==> src/sv/p2p_pkg.sv <==
`timescale 1ns / 1ps
package p2p_pkg;
	localparam logic signed [31:0] SAT_MAX = 32'sh7fffffff;
	localparam logic signed [31:0] SAT_MIN = 32'sh80000000;

	typedef enum logic [2:0] {
		REG_ROT0 = 3'd0,
		REG_ROT1 = 3'd1,
		REG_ROT2 = 3'd2,
		REG_TX = 3'd3,
		REG_TY = 3'd4,
		REG_TZ = 3'd5,
		REG_MODE = 3'd6
	} reg_idx_t;

	typedef logic signed [15:0] q14_t;
	typedef logic signed [31:0] q16_t;

	typedef struct packed {
		logic [1:0] row;
		q16_t err;
		q16_t jt0;
		q16_t jt1;
		q16_t jt2;
		q16_t jr0;
		q16_t jr1;
		q16_t jr2;
	} row_t;

	// saturate a wide signed value to 32 bits
	function automatic q16_t sat32(input logic signed [63:0] v);
		if (v > 64'(SAT_MAX))
			return SAT_MAX;
		else if (v < 64'(SAT_MIN))
			return SAT_MIN;
		else
			return v[31:0];
	endfunction
endpackage

==> src/sv/p2p_ser.sv <==
`timescale 1ns / 1ps
// row serializer: a result queue of four-row groups, one row per cycle
module p2p_ser #(
	parameter int unsigned DEPTH = 4
) (
	input  logic clk,
	input  logic arst_n,
	input  logic in_vld,
	input  p2p_pkg::row_t rows [4],
	input  logic err_only,
	output logic full,
	output logic strobe,
	output p2p_pkg::row_t row_out,
	output logic last
);
	localparam int unsigned AW = (DEPTH > 1) ? $clog2(DEPTH) : 1;
	p2p_pkg::row_t mem_q [DEPTH][4];
	logic [AW-1:0] wp_q, rp_q;
	logic [AW:0] cnt_q;
	logic [1:0] sub_q;
	logic pop;

	assign full = cnt_q >= (AW + 1)'(DEPTH - 4);
	assign pop = (cnt_q != '0) && (sub_q == 2'd3);

	always_ff @(posedge clk or negedge arst_n) begin
		if (!arst_n) begin
			wp_q <= '0;
			rp_q <= '0;
			cnt_q <= '0;
			sub_q <= '0;
			strobe <= 1'b0;
			last <= 1'b0;
		end else begin
			strobe <= cnt_q != '0;
			last <= pop;
			if (in_vld)
				wp_q <= (wp_q == AW'(DEPTH - 1)) ? '0 : wp_q + 1'b1;
			if (cnt_q != '0)
				sub_q <= sub_q + 1'b1;
			if (pop)
				rp_q <= (rp_q == AW'(DEPTH - 1)) ? '0 : rp_q + 1'b1;
			cnt_q <= cnt_q + (AW + 1)'(in_vld) - (AW + 1)'(pop);
		end
	end

	always_ff @(posedge clk) begin
		p2p_pkg::row_t rd;
		if (in_vld)
			for (int k = 0; k < 4; k++)
				mem_q[wp_q][k] <= rows[k];
		rd = mem_q[rp_q][sub_q];
		if (err_only) begin
			rd.jt0 = '0;
			rd.jt1 = '0;
			rd.jt2 = '0;
			rd.jr0 = '0;
			rd.jr1 = '0;
			rd.jr2 = '0;
		end
		row_out <= rd;
	end
endmodule

==> config.mk <==
export PLATFORM = sky130hd
export DESIGN_NAME = p2p_ser
export DESIGN_NICKNAME = d
export VERILOG_FILES = /design/src/sv/p2p_pkg.sv /design/src/sv/p2p_ser.sv
export SDC_FILE = /design/constraint.sdc
export NUM_CORES = 2
export LEC_CHECK = 0
export BUFFER_PORTS_ARGS = -buffer_cell sky130_fd_sc_hd__buf_2
export CORE_ASPECT_RATIO = 1.5
export CORE_UTILIZATION = 60
export CTS_CLUSTER_DIAMETER = 120
export CTS_CLUSTER_SIZE = 12
export DETAILED_ROUTE_END_ITERATION = 10
export GPL_TIMING_DRIVEN = 0
export PLACE_DENSITY_LB_ADDON = 0.1
export SLEW_MARGIN = 20
export SYNTH_ARGS = -nofsm -noshare
export SYNTH_HDL_FRONTEND = slang
export SYNTH_SLANG_ARGS = --single-unit
==> constraint.sdc <==
create_clock -name clk -period 28.2 [get_ports clk]
set_input_delay 7.05 -clock clk [delete_from_list [all_inputs] [get_ports clk]]
set_output_delay 7.05 -clock clk [all_outputs]
set_load 0.1 [all_outputs]
# After elaboration in Yosys (flattened, before gate mapping)
# Memory sizes are Yosys's and may differ from the RTL's.
# Index checks and enable logic that the tools add are counted.
[word_totals]
regBits = 237
mem_bits_rw = 3616
inputBits = 908
n_memories = 1
[memory_table]
columns = ["memory", "words", "width", "read_ports", "rd_clocked_by_memory_dff", "wr", "line_no", "rtl"]
rows = [
  ["mem_q", 4, 904, 1, 0, 1, "p2p_ser.sv:17", "p2p_pkg::row_t mem_q [DEPTH][4];"],
]
[classes]
add_sub_neg = 5
order_cmp = 2
eq_ne = 3
muxes = 7
bitwise_logic = 1
n_reduce_logical = 2
[op_table]
columns = ["operator", "n"]
rows = [
  ["binary-select mux 226 bit (select 2 bit)", 1],
  ["2-to-1 mux 226 bit", 2],
  ["adder 2 x 1 -> 2 bit, second input constant", 3],
  ["equality test 2 bit, second input constant", 3],
  ["2-to-1 mux 2 bit", 2],
  ["adder 3 x 1 -> 3 bit", 1],
  ["greater-or-equal comparator 3 x 1 -> 1 bit, second input constant", 1],
  ["greater-or-equal comparator 3 bit, second input constant", 1],
  ["NOT 2 -> 3 bit", 1],
  ["nonzero test 3 bit", 1],
  ["subtractor 3 x 1 -> 3 bit", 1],
  ["2-to-1 mux 1 bit", 2],
  ["logical AND 1 bit", 1],
]

# Logic depth before layout (Yosys ltp)
[logic_depth]
ltp_word = 4
ltp_mapped = 9
depth_no_buf = 8

# Worst setup path before layout
# No wires, ideal clock.
[synth_path]
kind = "input -> register"
from = "input port in_vld"
to = "memory mem_q[0][0] in the netlist's numbering, enable pin"
t_arrival_ps = 27278
t_required_ps = 26810
slack_ps = -468
cell_stages = 1
path_buffers = 0
cell_sequence = "and2_1"
[synth_via]
elab_chain_len = 2
[synth_lines]
columns = ["item", "line_no", "rtl"]
rows = [
  ["start: declaration", "p2p_ser.sv:8", "input logic in_vld,"],
  ["2-to-1 mux 1 bit", "p2p_ser.sv:49", "if (in_vld)"],
  ["2-to-1 mux 1 bit (implied by the code)", "p2p_ser.sv:51", "mem_q[wp_q][k] <= rows[k];"],
  ["end: declaration", "p2p_ser.sv:17", ""],
]
# No other way between the ends.

# Final worst setup path
[layout_path]
from = "input port in_vld"
to = "memory mem_q[0][399] in the netlist's numbering, enable pin"
# The elaborated chain is that of the path after synthesis.

==> flow_summary_export.csv <==
group,metric,value,unit
setup_path,critical_path_class,"in2reg",
placement,place.gp.congestion,0.869,
placement,placed_area,157000,µm²
setup_path,critical_path_required,28.75,ns
clocking,cts_buffers,363,
drt,drc_errors,0,
floorplan,fp.dieW,403,µm
power_and_ir_drop,leakagePower,59.1,nW
power_and_ir_drop,p_switching,0.00699,W
finish,final_cell_mix,"edfxtp_1, mux2i_1, buf_2",
timing,worst_slack,18.77,ns
setup_path,slowest_delay,0.51,ns
global_routing,grt_pass1_wl,587000,µm
worst_hold_path,hold_end,"cnt_q[2]",
floorplan,die_area,243000,µm²
setup_path,reg2reg_to,"mem_q[0][399]",
synthesis,syn_avg_cell_area,19.3,µm²
synthesis,ys_types,36,
drt,m1WireLength,143000,µm
clocking,cts_setup_buffers,0,
clocking,clk_pin_slew,0.06,ns
flow_run,maxCapViolCount,0,
floorplan,io_pins,1137,
drt,wl_met2,208000,µm
placement,dp_hpwl,301000,µm
worst_hold_path,hp-start,"cnt_q[2]",
clocking,cts_sinks,3853,
timing,finalSetupViolations,0,
clocking,cts_max_path_buffers,4,
power_and_ir_drop,vdd_ir_drop_max,112,µV
drt,initialDrtViolationCount,9305,
setup_path,r2r_slack,24.45,ns
drt,first_pass_iters,5,
drt,ant_nets,0,
floorplan,coreArea,239000,µm²
timing,finClkSkew,0.0337,ns
timing,holdWs,0.606,ns
clocking,htreeDepth,5,
global_routing,grt-ovfl-total,0,
setup_path,worstPathCellList,"buf_2 -> and2_4 -> buf_16 -> buf_16 -> buf_12 -> buf_12 -> buf_16 -> buf_16 -> buf_16",
power_and_ir_drop,combPwrFrac,35.6,%
power_and_ir_drop,p_int,0.0118,W
placement,portBuffers,1135,
setup_path,r2r-start,"wp_q[0]",
setup_path,endpoint_kind,"register",
finish,drive_above_1_share,21.4,%
clocking,clock_latency,0.90,ns
floorplan,initial_core_util,60.3,%
global_routing,antenna_found_initial,397,
finish,final_common_cell,"edfxtp_1",
placement,dp_slack,17.86,ns
drt,wl,429000,µm
synthesis,synth_warnings,0,
synthesis,synth_cells,7493,
drt,wl_met3,57600,µm
setup_path,startpoint_type,"primary input",
timing,tightest_slew,1.28,ns
setup_path,rr_worst_depth,10,
timing,hold_viol_final,0,
timing,final_max_slew_viol_count,0,
power_and_ir_drop,seq_power_share,40.6,%
setup_path,cp_slowest_cell,"and2_4",
run_status,status,"complete, no violations",
synthesis,synth_nets,8410,
finish,fin_area,168000,µm²
power_and_ir_drop,clkPwrFrac,23.8,%
drt,top_layer,"met5",
setup_path,arrival,9.98,ns
synthesis,yosysSeqAreaShare,78.5,%
timing,max_freq,106,MHz
power_and_ir_drop,powerDensity,112,nW/µm²
timing,period_needed,9.43,ns
drt,vias,79600,
power_and_ir_drop,p_sw_share,37.2,%
worst_hold_path,hold_path_depth,2,
global_routing,grt_pass1_vias,79700,
drt,routed_via_density,6.25,
floorplan,rows,220,
clocking,cts_tree,"yes",
synthesis,ys_ff_latch,3853,
synthesis,syn_area,144000,µm²
clocking,cts-resized-gates,0,
clocking,root_buffer,"clkbuf_16",
floorplan,die_h,603,µm
drt,wl_per_cell,33.7,µm
timing,rsz0062_at_grt,"no",
timing,min_period_over_period,33.4,%
setup_path,crit_top_cell,"buf_16",
finish,final_nets,10000,
worst_hold_path,min_path_type,"reg2reg",
finish,syn_to_final_growth,16.0,%
clocking,hold_buffers,0,
timing,max-slew-margin-rel,14.9,%
global_routing,grt_usage,34.8,%
setup_path,crit_path_max_fanout,44,
global_routing,grt_max_degree,46,
worst max path at each step:
| stage | from | to | slack (ns) |
|---|---|---|---|
| floorplan | in_vld | mem_q[2][0] | -0.32 |
| global placement | in_vld | mem_q[2][639] | -18.59 |
| detailed placement | in_vld | mem_q[0][183] | 17.86 |
| CTS | in_vld | mem_q[0][171] | 18.82 |
| global route | in_vld | mem_q[0][174] | 18.66 |
| finish | in_vld | mem_q[0][399] | 18.77 |
through the flow:
stage	setup TNS, ns	utilization (%)	total power [W]	instances
floorplan	-581.68	-	0.0126	7493
global placement	-	64.3	0.0154	11700
CTS	0	69.7	0.0188	12500
detailed placement	0	65.4	0.0144	11800
global route	0	69.8	0.0193	12500
finish	0	70.0	0.0188	12700
per-layer routing:
| layer | up-vias | track usage [%] |
|---|---|---|
| li1 | 33800 | - |
| met3 | 1092 | 14.6 |
| met1 | 40300 | 40.4 |
| met5 | - | 0 |
| met4 | 238 | 15.3 |
| met2 | 4155 | 56.4 |
registers in the layout, summed over array words and instances, names as in the netlist:
register,count
sub_q,2
strobe,1
row_out,226
last,1
cnt_q,3
wp_q,2
mem_q,3616
rp_q,2
power by group through the flow:
stage               Combinational [W]  Sequential (W)  Clock [W]
finish                        0.00669         0.00761    0.00446
detailed placement            0.00668         0.00772          0
CTS                           0.00670         0.00761    0.00449
global route                  0.00693         0.00767    0.00469
floorplan                     0.00322         0.00938          0
global placement              0.00641         0.00901          0
Yosys cell counts (all sizes together):
cell type / count / area (µm²)
a2111oi: 4 / 35.0
a211oi: 6 / 45.0
a21o: 1 / 7.51
a21oi: 2 / 10.0
a221o: 4 / 40.0
a22oi: 833 / 6250
and2: 6 / 37.5
buf: 290 / 2600
clkbuf: 147 / 552
conb: 1 / 3.75
dfrtp: 11 / 275
dfxtp: 226 / 4520
edfxtp: 3616 / 109000
fa: 1 / 20.0
ha: 8 / 100
inv: 7 / 26.3
mux2: 2 / 22.5
mux2i: 1568 / 15700
mux4: 118 / 2670
nand2: 225 / 845
nand2b: 2 / 12.5
nand3: 192 / 961
nor2: 5 / 18.8
nor2b: 14 / 87.6
nor3: 1 / 5.00
o21ai: 199 / 996
or3: 1 / 6.26
xnor2: 1 / 8.76
xor2: 2 / 17.5
critical path, delay by kind of cell:
family | cells | cell delay [ns]
buf+inv | 8 | 2.17
simple gates | 1 | 0.51
final cells by class:
cell class                      instances  area [µm²]
Timing Repair Buffer                 1232        8190
Buffer                                437        3180
Antenna cell                          262         656
Fill cell                           15400       71900
Sequential cell                      3853      113000
Inverter                                7        26.3
Clock buffer                          617       10200
Tap cell                             3108        3890
Multi-Input combinational cell       3196       27900
Clock inverter                         15         208
cells by family after synthesis:
logic type,share of synthesized area (%)
AOI/OAI and AO/OA,5.11
xor gates and xnor gates,0.0182
adders and majority gates,0.0832
buffers and inverters,2.20
DFF,78.5
muxes,12.7
other,0.00260
and+or+nand+nor,1.37
Note: power is estimated with default switching activity, not from simulation.
